### config.mk
export PLATFORM = sky130hd
export DESIGN_NAME = bb_front_flat
export DESIGN_NICKNAME = d
export VERILOG_FILES = /design/src/rtl/core/bb_pkg.sv /design/src/rtl/core/bb_if.sv /design/src/rtl/core/bb_front.sv /design/src/flat_wrapper.sv
export SDC_FILE = /design/constraint.sdc
export NUM_CORES = 1
export LEC_CHECK = 0
export BUFFER_PORTS_ARGS = -buffer_cell sky130_fd_sc_hd__buf_2
export CORE_AREA = 2 2 121 123
export DETAILED_ROUTE_END_ITERATION = 7
export DIE_AREA = 0 0 123 125
export PLACE_DENSITY = 0.82
export SLEW_MARGIN = 20
export SYNTH_ARGS = -nofsm -noshare
export SYNTH_HDL_FRONTEND = slang
export SYNTH_SLANG_ARGS = --single-unit
### constraint.sdc
create_clock -name clock -period 3.8 [get_ports clock]
set_clock_uncertainty 0.05 [all_clocks]
set_input_delay 0.76 -clock clock [delete_from_list [all_inputs] [get_ports clock]]
set_output_delay 0.76 -clock clock [all_outputs]
set_load 0.005 [all_outputs]
### src/rtl/core/bb_pkg.sv
// Shared types and constants for the edge-aware 3x3 box blur.
package bb_pkg;

   localparam int MAX_WIDTH_DEF = 1024;
   localparam int CHAN_W        = 8;
   localparam int PIX_W         = 3 * CHAN_W;
   localparam int WIDTH_REG_W   = 11;
   localparam int HEIGHT_W      = 16;
   localparam int ROW_W         = HEIGHT_W + 1;
   localparam int CSR_IDX_W     = 8;
   localparam int CSR_DATA_W    = 16;
   localparam int WIDTH_RESET   = 640;
   localparam int HEIGHT_RESET  = 480;
   localparam int SUM_W         = 12;
   localparam int NUM_W         = SUM_W + 1;
   localparam int CNT_W         = 4;
   localparam int DEN_W         = CNT_W + 1;
   localparam int STEP_W        = 3;

   localparam logic [CSR_IDX_W-1:0] REG_IMAGE_WIDTH  = CSR_IDX_W'(0);
   localparam logic [CSR_IDX_W-1:0] REG_IMAGE_HEIGHT = CSR_IDX_W'(1);

   typedef enum logic {
      OP_PIXEL = 1'b0,
      OP_DRAIN = 1'b1
   } op_type;

   // Per-item control handed from the front to the back
   typedef struct packed {
      logic emit;
      logic use_old;
      logic top_ok;
      logic bot_ok;
      logic left_ok;
      logic right_ok;
      logic frame_end;
   } bb_ctl_type;

endpackage

### src/rtl/core/bb_if.sv
// Channel interfaces: pixel input, blurred result and register write.
interface bb_req_if import bb_pkg::*; ();
   logic              valid;
   logic              ready;
   logic              op;
   logic [CHAN_W-1:0] in_red;
   logic [CHAN_W-1:0] in_green;
   logic [CHAN_W-1:0] in_blue;
   modport source (output valid, op, in_red, in_green, in_blue, input ready);
   modport sink   (input valid, op, in_red, in_green, in_blue, output ready);
endinterface


interface bb_csr_if import bb_pkg::*; ();
   logic                  valid;
   logic                  ready;
   logic [CSR_IDX_W-1:0]  index;
   logic [CSR_DATA_W-1:0] data;
   modport source (output valid, index, data, input ready);
   modport sink   (input valid, index, data, output ready);
endinterface

### src/rtl/core/bb_front.sv
// Front end: registers, frame position tracking and item classification.
module bb_front import bb_pkg::*; #(
   parameter int MAX_WIDTH = MAX_WIDTH_DEF,
   parameter int CW        = (MAX_WIDTH > 1) ? $clog2(MAX_WIDTH) : 1,
   parameter int WW        = $clog2(MAX_WIDTH + 1)
) (
   input  logic             clock,
   input  logic             reset,
   bb_req_if.sink           req,
   bb_csr_if.sink           csr,
   output logic             q_valid,
   input  logic             q_ready,
   output bb_ctl_type       q_ctl,
   output logic [CW-1:0]    q_col,
   output logic [PIX_W-1:0] q_px
);

   localparam int W_RST = (WIDTH_RESET > MAX_WIDTH) ? MAX_WIDTH : WIDTH_RESET;

   logic [WW-1:0]       width_ff, width_in;
   logic [HEIGHT_W-1:0] height_ff, height_in;
   logic                pending_ff;
   logic [CW-1:0]       in_col_ff;
   logic [ROW_W-1:0]    in_row_ff;
   logic [CW-1:0]       out_col_ff;
   logic [HEIGHT_W-1:0] out_row_ff;

   logic [31:0] wv;
   logic        in_frame, drop, accept, col_wrap;
   bb_ctl_type  ctl;

   // Clamp written width to 1..MAX_WIDTH, height zero to one
   always_comb begin
      wv = 32'(csr.data[WIDTH_REG_W-1:0]);
      if (wv == 32'd0) begin
         wv = 32'd1;
      end else if (wv > 32'(MAX_WIDTH)) begin
         wv = 32'(MAX_WIDTH);
      end
      width_in  = wv[WW-1:0];
      height_in = (csr.data[HEIGHT_W-1:0] == '0) ? HEIGHT_W'(1) : csr.data[HEIGHT_W-1:0];
   end

   assign csr.ready = 1'b1;

   // Classify the offered item
   assign in_frame = in_row_ff < ROW_W'(height_ff);
   assign drop     = (op_type'(req.op) == OP_DRAIN) && in_frame;
   assign col_wrap = (32'(in_col_ff) + 32'd1) >= 32'(width_ff);

   always_comb begin
      ctl.use_old   = (in_col_ff == '0);
      ctl.emit      = ctl.use_old ? (in_row_ff >= ROW_W'(2)) : (in_row_ff >= ROW_W'(1));
      ctl.top_ok    = (out_row_ff != '0);
      ctl.bot_ok    = (ROW_W'(out_row_ff) + ROW_W'(1)) < ROW_W'(height_ff);
      ctl.left_ok   = (out_col_ff != '0);
      ctl.right_ok  = !ctl.use_old && ((32'(out_col_ff) + 32'd1) < 32'(width_ff));
      ctl.frame_end = (ROW_W'(out_row_ff) == ROW_W'(height_ff) - ROW_W'(1)) &&
                      (32'(out_col_ff) == 32'(width_ff) - 32'd1);
   end

   assign req.ready = q_ready;
   assign accept    = req.valid && q_ready;
   assign q_valid   = req.valid && !drop;
   assign q_ctl     = ctl;
   assign q_col     = in_col_ff;
   assign q_px      = in_frame ? {req.in_red, req.in_green, req.in_blue} : '0;

   // Advance input and output positions; close the frame on its last result
   always_ff @(posedge clock) begin
      if (reset) begin
         width_ff   <= WW'(W_RST);
         height_ff  <= HEIGHT_W'(HEIGHT_RESET);
         pending_ff <= 1'b0;
         in_col_ff  <= '0;
         in_row_ff  <= '0;
         out_col_ff <= '0;
         out_row_ff <= '0;
      end else begin
         if (csr.valid && !pending_ff) begin
            if (csr.index == REG_IMAGE_WIDTH) begin
               width_ff <= width_in;
            end else if (csr.index == REG_IMAGE_HEIGHT) begin
               height_ff <= height_in;
            end
         end
         if (accept && !drop) begin
            if (ctl.emit && ctl.frame_end) begin
               pending_ff <= 1'b0;
               in_col_ff  <= '0;
               in_row_ff  <= '0;
               out_col_ff <= '0;
               out_row_ff <= '0;
            end else begin
               pending_ff <= 1'b1;
               if (col_wrap) begin
                  in_col_ff <= '0;
                  in_row_ff <= in_row_ff + ROW_W'(1);
               end else begin
                  in_col_ff <= in_col_ff + CW'(1);
               end
               if (ctl.emit) begin
                  if ((32'(out_col_ff) + 32'd1) >= 32'(width_ff)) begin
                     out_col_ff <= '0;
                     out_row_ff <= out_row_ff + HEIGHT_W'(1);
                  end else begin
                     out_col_ff <= out_col_ff + CW'(1);
                  end
               end
            end
         end
      end
   end

endmodule

### src/flat_wrapper.sv
// flat-port wrapper written by rule: the top's interface ports become plain ports
module bb_front_flat import bb_pkg::*;
#(
   parameter int MAX_WIDTH = MAX_WIDTH_DEF,
   parameter int CW        = (MAX_WIDTH > 1) ? $clog2(MAX_WIDTH) : 1,
   parameter int WW        = $clog2(MAX_WIDTH + 1)
)
  (clock, reset, q_valid, q_ready, q_ctl, q_col, q_px, req_valid, req_op, req_in_red, req_in_green, req_in_blue, req_ready, csr_valid, csr_index, csr_data, csr_ready);
  bb_req_if req_i ();
  bb_csr_if csr_i ();
  input  logic clock;
  input  logic reset;
  output logic q_valid;
  input  logic q_ready;
  output bb_ctl_type q_ctl;
  output logic [CW-1:0] q_col;
  output logic [PIX_W-1:0] q_px;
  input wire logic [$bits(req_i.valid)-1:0] req_valid;
  input wire logic [$bits(req_i.op)-1:0] req_op;
  input wire logic [$bits(req_i.in_red)-1:0] req_in_red;
  input wire logic [$bits(req_i.in_green)-1:0] req_in_green;
  input wire logic [$bits(req_i.in_blue)-1:0] req_in_blue;
  output wire logic [$bits(req_i.ready)-1:0] req_ready;
  input wire logic [$bits(csr_i.valid)-1:0] csr_valid;
  input wire logic [$bits(csr_i.index)-1:0] csr_index;
  input wire logic [$bits(csr_i.data)-1:0] csr_data;
  output wire logic [$bits(csr_i.ready)-1:0] csr_ready;
  assign req_i.valid = req_valid;
  assign req_i.op = req_op;
  assign req_i.in_red = req_in_red;
  assign req_i.in_green = req_in_green;
  assign req_i.in_blue = req_in_blue;
  assign req_ready = req_i.ready;
  assign csr_i.valid = csr_valid;
  assign csr_i.index = csr_index;
  assign csr_i.data = csr_data;
  assign csr_ready = csr_i.ready;
  bb_front #(.MAX_WIDTH(MAX_WIDTH), .CW(CW), .WW(WW)) u_core (.clock(clock), .reset(reset), .req(req_i), .csr(csr_i), .q_valid(q_valid), .q_ready(q_ready), .q_ctl(q_ctl), .q_col(q_col), .q_px(q_px));
endmodule
* Word-level counts from Yosys, hierarchy flattened *
Cells that the tools add are included.

operators by class
  order comparisons = 8
  reduce and logical (&&, ||, !) cells = 25
  mux-type cells = 16
  equal/unequal tests = 3
  bitwise logic cells = 1
  add/sub/neg operators = 9

operators with widths
  cell                                                  count
  >= comparator 32 x 11 -> 1 bit                        2
  two-way mux 16 bit                                    4
  two-way mux 10 bit                                    5
  < comparator 17 x 16 -> 1 bit                         2
  two-way mux 17 bit                                    2
  equality test 10 x 32 -> 1 bit                        1
  < comparator 32 x 11 -> 1 bit                         1
  two-way mux 24 bit                                    1
  adder 10 x 1 -> 11 bit, second input constant         2
  two-way mux 11 bit                                    2
  adder 10 x 1 -> 10 bit, second input constant         2
  adder 16 x 1 -> 17 bit, second input constant         1
  adder 17 x 1 -> 17 bit, second input constant         1
  equality test 16 x 17 -> 1 bit                        1
  >= comparator 17 x 1 -> 1 bit, second input constant  1
  >= comparator 17 x 2 -> 1 bit, second input constant  1
  subtractor 16 x 1 -> 17 bit, second input constant    1
  adder 16 x 1 -> 16 bit, second input constant         1
  logical NOT 16 bit                                    1
  nonzero test 16 bit                                   1
  subtractor 11 x 1 -> 12 bit, second input constant    1
  > comparator 11 bit, second input constant            1
  logical NOT 11 bit                                    1
  logical NOT 10 bit                                    1
  other kinds (10)                                      25

word-level totals
  word-level logic and storage cells = 69
  bits of input ports = 54
  output and inout bits = 44
  register bits after elaboration = 81

* Longest topological paths before layout *
  depth after elaboration = 6
  mapped depth = 15
  mapped depth without buffers = 13

* Worst setup path before layout *
OpenSTA, ideal clock, no wires.

  kind = flip-flop to flip-flop
  start = reg u_core.in_col_ff[2], in the netlist u_core.q_col[2]
  end = reg u_core.in_row_ff[0]
  cell stages (with the launch flop) = 16
  buffers on the path = 3
  arrival = 3.405 ns
  required time = 3.655 ns
  clock period less this slack = 3.551 ns
  setup slack = 0.249 ns
  setup time = 0.095 ns
  path through = dfxtp_1 clkbuf_1 nand3_1 nor2_1 and3_1 nand3_1 xnor2_1 ha_1 a2111o_1 a211oi_1 o21ai_0 nand2_1 clkbuf_1 clkbuf_1 nand2_1 a221oi_1

between the ends
  cells in the longest elaborated chain, start to end = 5
  elaborated cells on any way between the ends = 8
  classes of those cells = add/sub: 1; order compare: 1; mux: 2; reduce/logical: 4

ends and longest elaborated chain
  item                                                                    RTL line         source
  start, declared                                                         bb_front.sv:23   logic [CW-1:0] in_col_ff;
  start signal, assigned                                                  bb_front.sv:100  in_col_ff <= in_col_ff + CW'(1);
  branches (longest 5 deep; another with >= comparator 32 x 11 -> 1 bit)  n/a
  end signal, assigned                                                    bb_front.sv:98   in_row_ff <= in_row_ff + ROW_W'(1);
  end, declared                                                           bb_front.sv:24   logic [ROW_W-1:0] in_row_ff;

Parallel ways; which one is timed is not known.
A chain may end at the register's enable or synchronous reset.

==> results.sh <==
export IMPL_setup_viol=0
export IMPL_initial_core_util_pct=48.82
export IMPL_drtIter0Drc=428
export IMPL_io_pins=98
export IMPL_ys_ff_latch=81
export IMPL_period_minus_slack_ns=3.715
export IMPL_gp_congestion=0.9455
export IMPL_finalHoldViolCount=0
export IMPL_setup_slack_ns=0.08511
export IMPL_antenna_found_initial=0
export IMPL_drive_gt1_share_pct=19.96
export IMPL_fill_cells=1318
export IMPL_die_area_sq_um=15380
export IMPL_pwr_share_clk_pct=48.5
export IMPL_seqPwrFrac_pct=44.3
export IMPL_syn_area_per_cell_sq_um=7.934
export IMPL_path_clk_slew_ns=0.06
export IMPL_cp_start_kind="flop"
export IMPL_max_stage_delay_ns=0.33
export IMPL_synth_edf_count=0
export IMPL_cts_made_buffers=9
export IMPL_powerDensity_nw_per_um2=238.8
export IMPL_clock_path_buffers=2
export IMPL_met2_usage_pct=41.60
export IMPL_path_buf_inv=2
export IMPL_swShare_pct=24.25
export IMPL_wl_per_cell_um=16.75
export IMPL_synth_main_ff_cell="dfxtp_1"
export IMPL_core_rowCount=44
export IMPL_cap_violations=0
export IMPL_drt_pre_antenna_iters=5
export IMPL_critPathCaptureType="primary output"
export IMPL_wirelength_um=19120
export IMPL_grt_first_pass_wirelength_um=31330
export IMPL_layout_nets=1070
export IMPL_synth_cells=874
export IMPL_combPwrFrac_pct=7.2
export IMPL_die_x_um=123
export IMPL_root_buffer="clkbuf_16"
export IMPL_vias=6864
export IMPL_synthArstFlopShare_pct=0
export IMPL_static_leakage_power_nw=3.395
export IMPL_ys_types=71
export IMPL_syn_nets=992
export IMPL_busiest_layer="met2"
export IMPL_cts_tree="built"
export IMPL_die_height_um=125
export IMPL_worstHoldPathType="flop to flop"
export IMPL_worst_path_most_repeated_cell="and3_4"
export IMPL_outcome="complete, no violations"
export IMPL_clock_sinks=81
export IMPL_h_tree_depth=3
export IMPL_synth_area_sq_um=6934
export IMPL_insertion_delay_ns=0.36
export IMPL_worst_path_max_delay_cell="dfxtp_2"
export IMPL_seq_area_sq_um=1634
export IMPL_hold_buffers=0
export IMPL_peakVddDrop_uv=233.5
export IMPL_antenna_left=0
export IMPL_drc_errors=0
export IMPL_tns_ns=0
export IMPL_critPathTopFamily="simple AND/OR/NAND/NOR gates"
export IMPL_globalRouteMet3Util_pct=3.969
export IMPL_seq_area_frac_synth_pct=23.39
export IMPL_p_sw_mw=0.4682
export IMPL_utilization_pct=56.92
export IMPL_multi_input_area_sq_um=5031
export IMPL_portBuffers=96
export IMPL_grt_max_degree=40
export IMPL_layout_commonest_cell="buf_2"
export IMPL_internal_power_mw=1.462
export IMPL_hpwl_um=14070
export IMPL_ys_warnings_count=0
export IMPL_grt_overflow_total=0
export IMPL_crit_type="flop to primary output"
export IMPL_grtUsageTotal_pct=25.17
export IMPL_via_per_inst=6.016
export IMPL_final_cell_mix="96 x buf_2, 74 x nand2_1, 73 x dfxtp_1"
export IMPL_path_cells="buf_4, and3_4, and4_4, and3_4, and3_4, nand3_2, xnor2_2, ha_1, a21oi_1, o21a_1, nand2_1, o21ai_1, buf_2"
export IMPL_slew_headroom_pct=47.61
export IMPL_fin_crit_sh_pct=97.76
export IMPL_worst_ep_required_time_ns=2.99
export IMPL_tightest_slew_ns=0.7840
export IMPL_core_area_sq_um=14200
export IMPL_synthToLayoutAreaGrowth_pct=16.60
export IMPL_place_ws_ns=0.1822
export IMPL_slew_violations=0
export IMPL_met1_usage_pct=31.65
export IMPL_antenna_cells=0
export IMPL_timing_fmax_mhz=269.2
export IMPL_worstPathMaxFanout=5
export IMPL_critPathArrivalTime_ns=2.90
export IMPL_rsz0062_at_grt="yes"
export IMPL_grt_pass1_vias=6599
## power groups by stage
stage / clock, mW / combinational [mW] / sequential, mW
floorplan: 0 / 0.0712 / 0.873
global placement: 0 / 0.135 / 0.874
detailed placement: 0 / 0.137 / 0.875
CTS: 0.949 / 0.138 / 0.855
global route: 0.982 / 0.154 / 0.855
finish: 0.937 / 0.139 / 0.855
## flip-flops by register name, summed over array words and instances, names as in the netlist
signal,cells
u_core.out_row_ff,16
u_core.in_row_ff,17
u_core.pending_ff,1
u_core.q_col,10
u_core.height_ff,16
u_core.width_ff,11
u_core.out_col_ff,10
## routing by layer
metal | share of wire, % | routed length [um]
met2 | 47 | 9020
met3 | 5.6 | 1078
met4 | 3.9 | 737
met1 | 43 | 8280
met5 | 0 | 0
## cells in the mapped netlist (all sizes together) (9+ instances only)
library cell	number	area, sq um
dfxtp	81	1622
nand2	74	277.8
ha	64	800.8
a21oi	57	285.3
clkbuf	47	178.9
inv	46	172.7
nand3	41	205.2
xnor2	38	332.8
nor2	34	127.6
and2	28	175.2
nand4	26	177.7
mux2i	25	250.2
nor4	21	131.4
o211ai	21	157.7
xor2	20	175.2
nand2b	19	118.9
and3	18	112.6
nor3	18	90.09
nand3b	16	120.1
a21o	15	112.6
nor2b	14	87.58
o21ai	14	70.06
a211oi	11	87.58
buf	11	77.56
o21a	9	67.56
## path summary, 6_finish.rpt
| kind | end | slack, ns | cells past startpoint | startpoint |
|---|---|---|---|---|
| setup / recovery | q_ctl[3] | 0.09 | 13 | u_core.out_row_ff[1] |
| hold / removal | u_core.width_ff[10] | 0.41 | 2 | u_core.width_ff[10] |
| setup reg to reg | u_core.out_row_ff[6] | 0.39 | 10 | u_core.height_ff[1] |
| hold reg to reg | u_core.width_ff[10] | 0.41 | 2 | u_core.width_ff[10] |
## per-stage QoR
step	instances	hold slack [ns]	instance area [sq um]	power [mW]
6_report	1141	0.4121	8085	1.931
5_1_grt	1141	0.4403	8085	1.990
4_1_cts	1134	0.4155	7923	1.942
3_5_place_dp	1117	0.4070	7556	1.011
3_3_place_gp	1117	0.3947	7556	1.009
2_1_floorplan	874	0.3863	6934	0.9441
## worst min-delay path, cell delays in order, from the launching register on
cell     delay, ns
dfxtp_1       0.31
nand2_1       0.05
a21oi_1       0.05
## layout make-up
cell class,instances,area share [%]
clock buffer,11,3.126
clock inverter,5,0.7738
inverter,46,2.136
multi-input combinational,689,62.23
sequential,81,20.21
tap,184,2.847
timing repair buffer,125,8.682
## cell families (layout without fill, tap and decap cells)
group           count (synthesis)  count (layout)  synth area share, %
simple gates                  355             355                28.78
fa+ha+maj                      65              65                11.69
compound gates                184             184                18.62
buf+inv                       104             187                6.189
other cells                     1               1              0.05408
xor+xnor                       59              59                7.669
mux                            25              25                3.609
flops                          81              81                23.39
## repair_timing
item                       4_1_cts  5_1_grt
setup endpoints to repair        2       32
pin swaps                        2        7
gates resized for setup         12       32
setup buffers                    1        7
gates cloned                     0        0
No activity file was read; power rests on OpenSTA's default activity.
