`src/rtl/core/bb_pkg.sv`:
```
// Shared types and constants for the edge-aware 3x3 box blur.
package bb_pkg;

   localparam int MAX_WIDTH_DEF = 1024;
   localparam int CHAN_W        = 8;
   localparam int PIX_W         = 3 * CHAN_W;
   localparam int WIDTH_REG_W   = 11;
   localparam int HEIGHT_W      = 16;
   localparam int ROW_W         = HEIGHT_W + 1;
   localparam int CSR_IDX_W     = 8;
   localparam int CSR_DATA_W    = 16;
   localparam int WIDTH_RESET   = 640;
   localparam int HEIGHT_RESET  = 480;
   localparam int SUM_W         = 12;
   localparam int NUM_W         = SUM_W + 1;
   localparam int CNT_W         = 4;
   localparam int DEN_W         = CNT_W + 1;
   localparam int STEP_W        = 3;

   localparam logic [CSR_IDX_W-1:0] REG_IMAGE_WIDTH  = CSR_IDX_W'(0);
   localparam logic [CSR_IDX_W-1:0] REG_IMAGE_HEIGHT = CSR_IDX_W'(1);

   typedef enum logic {
      OP_PIXEL = 1'b0,
      OP_DRAIN = 1'b1
   } op_type;

   // Per-item control handed from the front to the back
   typedef struct packed {
      logic emit;
      logic use_old;
      logic top_ok;
      logic bot_ok;
      logic left_ok;
      logic right_ok;
      logic frame_end;
   } bb_ctl_type;

endpackage

```
`src/rtl/core/bb_queue.sv`:
```
// Two-entry queue between the front and the back.
module bb_queue import bb_pkg::*; #(
   parameter int W = PIX_W
) (
   input  logic         clock,
   input  logic         reset,
   input  logic         in_valid,
   output logic         in_ready,
   input  logic [W-1:0] in_data,
   output logic         out_valid,
   input  logic         out_ready,
   output logic [W-1:0] out_data
);

   logic [W-1:0] slot_ff [2];
   logic         wr_ptr_ff, rd_ptr_ff;
   logic [1:0]   count_ff;
   logic         push, pop;

   assign in_ready  = (count_ff != 2'd2);
   assign out_valid = (count_ff != 2'd0);
   assign out_data  = slot_ff[rd_ptr_ff];
   assign push      = in_valid && in_ready;
   assign pop       = out_valid && out_ready;

   // Store pushed item
   always_ff @(posedge clock) begin
      if (push) begin
         slot_ff[wr_ptr_ff] <= in_data;
      end
   end

   // Move pointers and fill count
   always_ff @(posedge clock) begin
      if (reset) begin
         wr_ptr_ff <= 1'b0;
         rd_ptr_ff <= 1'b0;
         count_ff  <= 2'd0;
      end else begin
         if (push) begin
            wr_ptr_ff <= !wr_ptr_ff;
         end
         if (pop) begin
            rd_ptr_ff <= !rd_ptr_ff;
         end
         count_ff <= count_ff + 2'(push) - 2'(pop);
      end
   end

endmodule

```
`config.mk`:
```
export PLATFORM = sky130hd
export DESIGN_NAME = bb_queue
export DESIGN_NICKNAME = d
export VERILOG_FILES = /design/src/rtl/core/bb_pkg.sv /design/src/rtl/core/bb_queue.sv
export SDC_FILE = /design/constraint.sdc
export NUM_CORES = 1
export LEC_CHECK = 0
export BUFFER_PORTS_ARGS = -buffer_cell sky130_fd_sc_hd__buf_2
export CAP_MARGIN = 15
export CORE_UTILIZATION = 50
export CTS_BUF_LIST = sky130_fd_sc_hd__clkbuf_8
export DETAILED_ROUTE_END_ITERATION = 7
export PLACE_DENSITY = 0.76
export RECOVER_POWER = 50
export SYNTH_ARGS = -nofsm -noshare
export SYNTH_HDL_FRONTEND = slang
export SYNTH_SLANG_ARGS = --single-unit
```
`constraint.sdc`:
```
create_clock -name clock -period 3.05 [get_ports clock]
set_clock_uncertainty 0.15 [all_clocks]
set_input_delay 0.305 -clock clock [delete_from_list [all_inputs] [get_ports clock]]
set_output_delay 0.305 -clock clock [all_outputs]
set_load 0.02 [all_outputs]
```
# Word level (Yosys, flattened, before mapping)
# Memory sizes are Yosys's and may differ from the RTL's. A register that Yosys moved wholly into a read port is not among the register bits.
# Index checks and enable logic that the tools add are counted.
[word_totals]
register_bits = 4
mem_bits_rw = 48
output_inout_bits = 26
n_memories = 1
[op_classes]
addsub = 2
n_eq_ne = 1
muxes = 4
n_reduce_logical = 5
[mem_list]
columns = ["name", "words", "word_bits", "rd", "rd_clocked_by_memory_dff", "wr", "line_no", "text"]
rows = [
  ["slot_ff", 2, 24, 1, 1, 1, "bb_queue.sv:15", "logic [W-1:0] slot_ff [2];"],
]
[ops]
columns = ["cell", "n"]
rows = [
  ["$mux 1", 4],
  ["$add 2x1->2", 1],
  ["$logic_and 1x1->1", 2],
  ["$logic_not 1->1", 2],
  ["$ne 2x2->1 const B", 1],
  ["$reduce_bool 2->1", 1],
  ["$sub 2x1->2", 1],
]

# Depth between registers and ports, before layout
# Gate-level depths: netlist of run 1.
[depth]
word_depth = 4
ltp_mapped = 6
ltp_nobuf = 6

# Least setup slack after synthesis of run 1
# Ideal clock, no wire load.
[synth_timing]
path_kind = "reg2reg"
start = "register count_ff[0]"
end = "memory slot_ff[1][0] (netlist bit), enable pin"
t_arrival_ps = 1381
required_time_ps = 2517
setup_slack_ps = 1136
path_stages_with_launch = 3
synth_period_minus_slack_ps = 1914
path_cell_list = "dfxtp_1 > nand2b_1 > and3_1"
[synth_between]
elab_chain_cells = 4
[synth_rtl]
columns = ["item", "line_no", "text"]
rows = [
  ["start, declared", "bb_queue.sv:17", "logic [1:0] count_ff;"],
  ["start signal, assigned", "bb_queue.sv:46", "count_ff <= count_ff + 2'(push) - 2'(pop);"],
  ["$ne 2x2->1", "bb_queue.sv:20", "assign in_ready = (count_ff != 2'd2);"],
  ["named net in_ready", "bb_queue.sv:8", "output logic in_ready,"],
  ["$logic_and 1x1->1", "bb_queue.sv:23", "assign push = in_valid && in_ready;"],
  ["$mux 1", "bb_queue.sv:28", "if (push) begin"],
  ["$mux 1 (not written as such)", "bb_queue.sv:29", "slot_ff[wr_ptr_ff] <= in_data;"],
  ["end, declared", "bb_queue.sv:15", ""],
]
# The timed path passes the listed nets, and every way through them passes these cells.

# Final worst setup path of run 1
[layout_timing]
start = "register count_ff[0]"
end = "memory slot_ff[1][15] (netlist bit), enable pin"
[layout_between]
elab_chain_cells = 4
[layout_rtl]
columns = ["item", "line_no"]
rows = [
  ["$ne 2x2->1", "bb_queue.sv:20"],
  ["$logic_and 1x1->1", "bb_queue.sv:23"],
  ["$mux 1", "bb_queue.sv:28"],
  ["$mux 1 (not written as such)", "bb_queue.sv:29"],
]
# Every way passes these cells.

==> results of run 1 <==
==> state kept, by name, summed over array words and instances (netlist names), named ones only <==
name,count
count_ff,2
rd_ptr_ff,1
slot_ff,48
wr_ptr_ff,1
==> where the power goes <==
group	switching, uW	total, uW	internal, uW
Clock	197	435	239
Combinational	252	414	162
Sequential	40.6	925	884
Total	489	1770	1290
==> stage by stage <==
stage | total power (uW) | cells | setup slack [ns] | util (%)
finish | 1770 | 212 | 0.735 | 64.1
global route | 1860 | 212 | 0.564 | 64.1
global placement | 1350 | 204 | 1.16 | 61.9
floorplan | 1230 | 104 | 1.14 | -
CTS | 1800 | 212 | 0.850 | 64.8
detailed placement | 1370 | 204 | 1.05 | 61.9
==> metal layers <==
| layer | global-route usage [%] | vias up |
|---|---|---|
| li1 | - | 516 |
| met1 | 17.5 | 496 |
| met2 | 29.4 | 32 |
| met3 | 6.08 | 4 |
| met4 | 6.52 | 0 |
| met5 | 0 | - |
==> area by class of cell <==
cell class	count	area (um2)
clock buffer	5	68.8
inverter	1	3.75
tap	48	60.1
clock inverter	3	37.5
multi-input combinational	47	433
timing repair buffer	55	255
fill	285	1340
sequential	53	1540
==> worst min-delay path by stage <==
| stage | start | endpoint | slack [ns] |
|---|---|---|---|
| finish | in_data[13] | slot_ff[0][13] | 0.04 |
| global route | in_data[17] | slot_ff[1][17] | 0.02 |
| CTS | in_data[13] | slot_ff[0][13] | 0.03 |
| detailed placement | in_data[5] | slot_ff[1][5] | 0.35 |
| global placement | rd_ptr_ff | rd_ptr_ff | 0.34 |
| floorplan | reset | wr_ptr_ff | 0.22 |
==> kinds of logic (layout without fill, tap and decap cells) <==
| family | after synthesis | in the layout | share of synthesized area (%) |
|---|---|---|---|
| simple gates | 15 | 15 | 4.88 |
| mux | 24 | 24 | 13.5 |
| compound gates | 6 | 6 | 2.19 |
| fa+ha+maj | 1 | 1 | 0.626 |
| buf+inv | 4 | 64 | 1.19 |
| xor+xnor | 1 | 1 | 0.438 |
| flops | 53 | 53 | 77.1 |
==> synth_stat cells, drive strengths merged <==
| cell | instances |
|---|---|
| or2 | 1 |
| o21ba | 1 |
| and3 | 2 |
| ha | 1 |
| a21oi | 1 |
| o21ai | 2 |
| o31a | 1 |
| nand3b | 1 |
| inv | 1 |
| edfxtp | 48 |
| xor2 | 1 |
| nor2b | 2 |
| nand3 | 1 |
| buf | 3 |
| nor2 | 4 |
| mux2 | 24 |
| nand2b | 1 |
| nor4bb | 1 |
| dfxtp | 5 |
| nor4 | 1 |
| a21bo | 1 |
| nor3 | 1 |
==> summary.md, run 1 <==
| Metric | Value |
|---|---|
| Outcome | completed |
| WP depth | 3 |
| CP max stage cell | clkbuf_1 |
| Post-route DRC | 0 |
| Largest net degree at the start of global routing | 25 |
| DR WL met2 | 1700 um |
| Vias in the first global route | 1066 |
| Worst path cell trace | nand2b_1 -> and3_1 -> clkbuf_1 |
| Hold Path Depth | 1 |
| Post-Syn Nets | 133 |
| Starting Density | 53.4% |
| Mean Syn Cell Area | 19.2 um2 |
| R2R Path End | slot_ff[1][15] |
| Top post-synthesis cells by area | edfxtp_1 (72%), mux2_1 (14%), dfxtp_1 (5.0%), nor4bb_2 (0.81%), buf_4 (0.75%) |
| Critical path origin | count_ff[0] |
| Placed Area | 0.00232 mm2 |
| Avg Vias per Cell | 4.94 |
| WHS | 0.0399 ns |
| Slew Viols, Final | 0 |
| Max-cap violations | 0 |
| Root Buffer | clkbuf_8 |
| Grt ovf | 0 |
| Synth unique cells | 24 |
| Die H | 65.2 um |
| P&R area growth vs syn | 20.1% |
| Final hold violation count | 0 |
| Layout cells sized above 1 | 27.4% |
| Reg2reg start | count_ff[0] |
| Syn Inst Count | 104 |
| Least-Margin Pin Slew | 1.32 ns |
| CP peak stage delay | 0.96 ns |
| Metal3 WL | 172 um |
| Antenna cell count | 0 |
| DRT Wirelength | 3060 um |
| Tot GR Track Use | 16.5% |
| First DRT Iteration DRCs | 31 |
| Flop2flop setup slack | 0.73 ns |
| DR top layer | met4 |
| CTS Hold Bufs | 0 |
| Pleak | 0.000885 uW |
| DRT antenna net count | 0 |
| Pwr Density | 739 mW/mm2 |
| IO Port Bufs | 53 |
| Most frequent cells in the layout | edfxtp_1 (48), buf_2 (36), mux2_1 (24) |
| Type of the most critical hold path | in -> reg |
| Dominant cell type by area after synthesis | edfxtp_1 |
| Metal1 wirelength | 1150 um |
| Dpl hpwl | 2240 um |
| Sum of negative setup slack | 0 ns |
| Mapped Area | 0.00200 mm2 |
| TritonCTS buffer count | 5 |
| R2R depth | 3 |
| Max clock buf depth | 2 |
| CTS tree | built |
| FP Rows | 22 |
| Sequential share of the synthesized area | 77.1% |
| Delay-heaviest family, CP | buffers and inverters |
| Core area | 0.00374 mm2 |
| Worst Setup End Kind | register |
| Number of nets in the layout | 192 |
| Peak supply drop | 0.391 mV |
| YS warnings | 0 |
| Top cell type's share of synthesized area | 72.1% |
| Min cycle time layout | 2.32 ns |
| WL/cell | 14.4 um |
| Arr. time, crit path | 2.07 ns |
| Clk_lat worst skew | 0.29 ns |
| Die area | 0.00425 mm2 |
| Setup violators final | 0 |
| Crit path buffers/inverters | 1 |
| Post-cts sizing count | 0 |
| Initial antenna violation count | 0 |
| Ports | 54 |
| Setup crit end | slot_ff[1][15] |
| Htree depth | 2 |
| Most common cell after layout, fill and taps aside | edfxtp_1 |
| Critical path class | reg -> reg |
| Routed vias | 1048 |
| Fin crit share | 75.9% |
| Crit path max fanout | 24 |
| Die width | 65.2 um |
| Total clock sinks | 53 |
| Global placement routability congestion | 0.741 |
| CP required | 2.81 ns |
| Global-route wire length before repair | 4920 um |
| Crit path launch type | register |
| Pre-Repair DR Iteration Count | 4 |
| Setup repair bufs after CTS | 0 |
| RSZ-0062 raised after global routing | no |
| Maximum operating frequency | 432 MHz |
| Slew headroom | 12.1% |
| Design Area, Final | 0.00240 mm2 |
| #FFs+latches synth | 53 |
| Reg clk slew, reported paths | 0.08 ns |
No activity file was read; power rests on OpenSTA's default activity.
==> run 2, diff against run 1 <==
CORE_UTILIZATION = 48   (was 50)
clock period = 1.9 ns   (was 3.05 ns; I/O delays follow)
==> summary.md, run 2 (synthesis gave the netlist of run 1 again) <==
| Metric | Value |
|---|---|
| Slew Viols, Final | 0 |
| Flop2flop setup slack | 0.12 ns |
| DRT antenna net count | 0 |
| Setup repair bufs after CTS | 0 |
| R2R depth | 6 |
| Number of nets in the layout | 221 |
| Arr. time, crit path | 1.81 ns |
| Vias in the first global route | 1240 |
| Least-Margin Pin Slew | 0.486 ns |
| Hold Path Depth | 3 |
| R2R Path End | count_ff[1] |
| CP required | 1.93 ns |
| Max clock buf depth | 2 |
| Final hold violation count | 0 |
| Die H | 66.5 um |
| Maximum operating frequency | 562 MHz |
| Crit path launch type | register |
| Pwr Density | 1090 mW/mm2 |
| Routed vias | 1188 |
| Clk_lat worst skew | 0.29 ns |
| Hold Startpoint | in_valid |
| Initial antenna violation count | 0 |
| Fin crit share | 93.7% |
| Post-layout util | 67.2% |
| Htree depth | 2 |
| Global-route wire length before repair | 5590 um |
| Max reg flops | 48 |
| Peak supply drop | 0.674 mV |
| Avg Vias per Cell | 4.89 |
| Pre-Repair DR Iteration Count | 4 |
| Global placement routability congestion | 0.674 |
| Critical path class | reg -> reg |
| DRT Wirelength | 3600 um |
| Grt ovf | 0 |
| Outcome | completed |
| Min cycle time layout | 1.78 ns |
| TritonCTS buffer count | 5 |
| Most frequent cells in the layout | edfxtp_1 (48), buf_2 (32), dlygate4sd3_1 (25) |
| Core area | 0.00400 mm2 |
| Largest Register | slot_ff |
| P&R area growth vs syn | 34.6% |
| Most common cell after layout, fill and taps aside | edfxtp_1 |
| First DRT Iteration DRCs | 55 |
| Slew headroom | 67.6% |
| Post-route DRC | 0 |
| CTS tree | built |
| Starting Density | 50.0% |
| Sum of negative setup slack | 0 ns |
| RSZ-0062 raised after global routing | no |
| WHS Endpoint | wr_ptr_ff |
| Antenna cell count | 0 |
| Setup violators final | 0 |
| Fillers | 309 |
| Tot GR Track Use | 18.4% |
| Type of the most critical hold path | in -> reg |
| Root Buffer | clkbuf_8 |
| Reg2reg start | count_ff[1] |
| Ports | 54 |
| Worst Setup End Kind | register |
| FP Rows | 23 |
| Layout cells sized above 1 | 26.4% |
| Largest net degree at the start of global routing | 17 |
| Reg clk slew, reported paths | 0.08 ns |
| WL/cell | 14.8 um |
| Die area | 0.00442 mm2 |
| IO Port Bufs | 53 |
| Max-cap violations | 0 |
| Crit path max fanout | 7 |
| Pleak | 0.00101 uW |
| Total clock sinks | 53 |
| Die width | 66.5 um |
| Largest regs | slot_ff: 48 flops, count_ff: 2 flops |
| Dpl hpwl | 2410 um |
==> run 2: where the power goes <==
group	internal [uW]	switching, uW	leakage, uW	total (uW)
sequential	1420	58.9	0.000491	1480
clock	383	324	0.0000570	707
combinational	316	440	0.000459	756
total	2120	822	0.00101	2940
==> run 2: stage by stage <==
step                      hold WS (ns)  std cells  total power [uW]  area (um2)  setup slack [ns]
final                            0.117        243              2940        2690             0.120
after global routing             0.144        243              3090        2690           0.00917
after CTS                        0.106        243              2970        2710            0.0187
after detailed placement         0.232        210              2230        2350            0.0324
after global placement           0.228        210              2190        2350             0.246
after floorplan                  0.109        104              1970        2000            0.0753
==> run 2: per-layer routing <==
metal / global-route usage [%] / part of all wire, % / vias to the layer above
li1: - / - / 575
met1: 19.8 / 41 / 577
met2: 33.4 / 55 / 31
met3: 4.79 / 3.5 / 5
met4: 8.51 / 1.2 / 0
met5: 0 / 0 / -
==> run 2: timing repair <==
item / CTS / global route
gates cloned: 0 / 0
hold buffers: 25 / 0
endpoints found under the setup margin: 2 / 1
endpoints found under the hold margin: 53 / 0
resized for setup: 1 / 2
==> run 2: worst max-delay path: stages (launching register included) <==
cell,delay [ns]
dfxtp_1,0.43
nor2b_2,0.24
o21ba_1,0.16
nor2_1,0.05
ha_1,0.21
nor4_2,0.34
nor3_2,0.08
==> run 2: layout make-up <==
cell class | count | area [um2] | share of cell area, %
inverters | 1 | 3.75 | 0.140
clock inverters | 3 | 37.5 | 1.40
repair buffers | 84 | 531 | 19.7
multi-input cells | 47 | 443 | 16.5
clock buffers | 5 | 68.8 | 2.56
flip-flops and latches | 53 | 1540 | 57.4
well taps | 50 | 62.6 | 2.33
==> run 2: worst max-delay path by stage <==
| stage | start | end | slack, ns | depth (start not counted) |
|---|---|---|---|---|
| after floorplan | count_ff[0] | slot_ff[0][0] | 0.08 | 3 |
| after global placement | count_ff[1] | count_ff[1] | 0.25 | 6 |
| after detailed placement | count_ff[1] | count_ff[1] | 0.03 | 6 |
| after CTS | count_ff[1] | count_ff[1] | 0.02 | 6 |
| after global routing | count_ff[1] | count_ff[1] | 0.009 | 6 |
| final | count_ff[1] | count_ff[1] | 0.12 | 6 |
==> run 3, diff against run 2 <==
CELL_PAD_IN_SITES_DETAIL_PLACEMENT = 0   (was not set)
CELL_PAD_IN_SITES_GLOBAL_PLACEMENT = 1   (was not set)
CORE_UTILIZATION = 40   (was 48)
==> summary.md, run 3 (synthesis gave the netlist of run 1 again) <==
| Metric | Value |
|---|---|
| Outcome | completed |
| Worst path cell trace | buf_4 -> mux2_1 -> buf_2 |
| Largest Register | slot_ff |
| CP peak stage delay | 0.37 ns |
| WL/cell | 13.0 um |
| CP required | 1.56 ns |
| Fillers | 394 |
| Least-Margin Pin Slew | 0.359 ns |
| Most common cell after layout, fill and taps aside | edfxtp_1 |
| Vias in the first global route | 1150 |
| Crit path launch type | register |
| Antenna cell count | 0 |
| Slew Viols, Final | 0 |
| Worst Slack Setup Final | 0.131 ns |
| Hold Startpoint | in_valid |
| Htree depth | 2 |
| Core area | 0.00475 mm2 |
| Reg clk slew, reported paths | 0.08 ns |
| Crit path max fanout | 18 |
| Global-route wire length before repair | 5100 um |
| TritonCTS buffer count | 5 |
| Layout cells sized above 1 | 25.9% |
| Type of the most critical hold path | in -> reg |
| Initial antenna violation count | 0 |
| RSZ-0062 raised after global routing | no |
| Reg2reg start | count_ff[1] |
| Flop2flop setup slack | 0.17 ns |
| Starting Density | 42.0% |
| R2R depth | 6 |
| Peak supply drop | 0.658 mV |
| Post-route DRC | 0 |
| P&R area growth vs syn | 34.4% |
| Max-cap violations | 0 |
| Max clock buf depth | 2 |
| Dpl hpwl | 2200 um |
| Root Buffer | clkbuf_8 |
| Grt ovf | 0 |
| Setup repair bufs after CTS | 0 |
| Fin crit share | 93.1% |
| Pre-Repair DR Iteration Count | 4 |
| Most frequent cells in the layout | edfxtp_1 (48), buf_2 (33), dlygate4sd3_1 (25) |
| Final hold violation count | 0 |
| Dpl ws | 0.0693 ns |
| Critical path class | reg -> out |
| Tot GR Track Use | 13.3% |
| DRT antenna net count | 0 |
| WHS Endpoint | wr_ptr_ff |
| Die H | 72.7 um |
| CTS tree | built |
| First DRT Iteration DRCs | 44 |
| CP max stage cell | mux2_1 |
| R2R Path End | count_ff[1] |
| FP Rows | 25 |
| Ports | 54 |
| Hold Path Depth | 3 |
| Sum of negative setup slack | 0 ns |
| Worst Setup End Kind | output pin |
| Pleak | 0.000995 uW |
| Largest regs | slot_ff: 48 flops, count_ff: 2 flops |
| Max reg flops | 48 |
| Die area | 0.00528 mm2 |
| Maximum operating frequency | 565 MHz |
| Setup violators final | 0 |
| Number of nets in the layout | 221 |
| Min cycle time layout | 1.77 ns |
| Routed vias | 1184 |
| Die width | 72.7 um |
| Total clock sinks | 53 |
| Slew headroom | 76.1% |
| DRT Wirelength | 3390 um |
| Arr. time, crit path | 1.43 ns |
| IO Port Bufs | 53 |
| Pwr Density | 1040 mW/mm2 |
| Largest net degree at the start of global routing | 19 |
| Avg Vias per Cell | 4.55 |
| Clk_lat worst skew | 0.29 ns |
| Global placement routability congestion | 0.638 |
## run 3: power by group
| part | leakage [uW] | total, uW | switching, uW | internal [uW] |
|---|---|---|---|---|
| clock network | 0.0000467 | 582 | 331 | 250 |
| registers | 0.000490 | 1460 | 44.9 | 1420 |
| logic | 0.000458 | 757 | 442 | 316 |
## run 3: area by class of cell
class,instances,area (um2),area share (%)
well taps,67,83.8,3.12
clock buffers,5,68.8,2.56
multi-input cells,47,443,16.5
inverters,1,3.75,0.140
clock inverters,3,15.0,0.559
repair buffers,84,531,19.7
flip-flops and latches,53,1540,57.4
## run 3: what timing repair did
| action | 4_1_cts | 5_1_grt |
|---|---|---|
| resized for setup | 0 | 2 |
| endpoints found under the hold margin | 53 | 0 |
| setup endpoints to repair | 0 | 1 |
| hold buffers | 25 | 0 |
## run 3: how the worst max path moves through the flow
stage                     cells past startpoint             to  slack [ns]
final                                         3   out_data[22]        0.13
after global routing                          6    count_ff[1]        0.03
after CTS                                     6    count_ff[1]        0.06
after detailed placement                      6    count_ff[1]        0.07
after global placement                        6    count_ff[1]        0.25
after floorplan                               3  slot_ff[0][0]        0.08
## run 3: per-stage QoR
stage	utilization (%)	hold slack, ns	instances	total power (uW)	cell area [um2]
after detailed placement	49.9	0.232	227	2220	2370
after floorplan	-	0.109	104	1970	2000
after global routing	56.5	0.123	260	2940	2690
after global placement	49.9	0.229	227	2190	2370
after CTS	56.9	0.0972	260	2840	2710
final	56.5	0.110	260	2800	2690
## run 3: critical path: cells and delay by family (launching register included)
kind / cells / cell delay [ns]
flops: 1 / 0.33
mux: 1 / 0.37
buf+inv: 2 / 0.44
## run 3: routing by layer
layer	vias to the layer above	GRT usage, %	share of wire, %
li1	574	-	-
met1	569	15.8	43
met2	36	22.7	50
met3	5	4.56	5.5
met4	0	4.36	1.2
met5	-	0	0
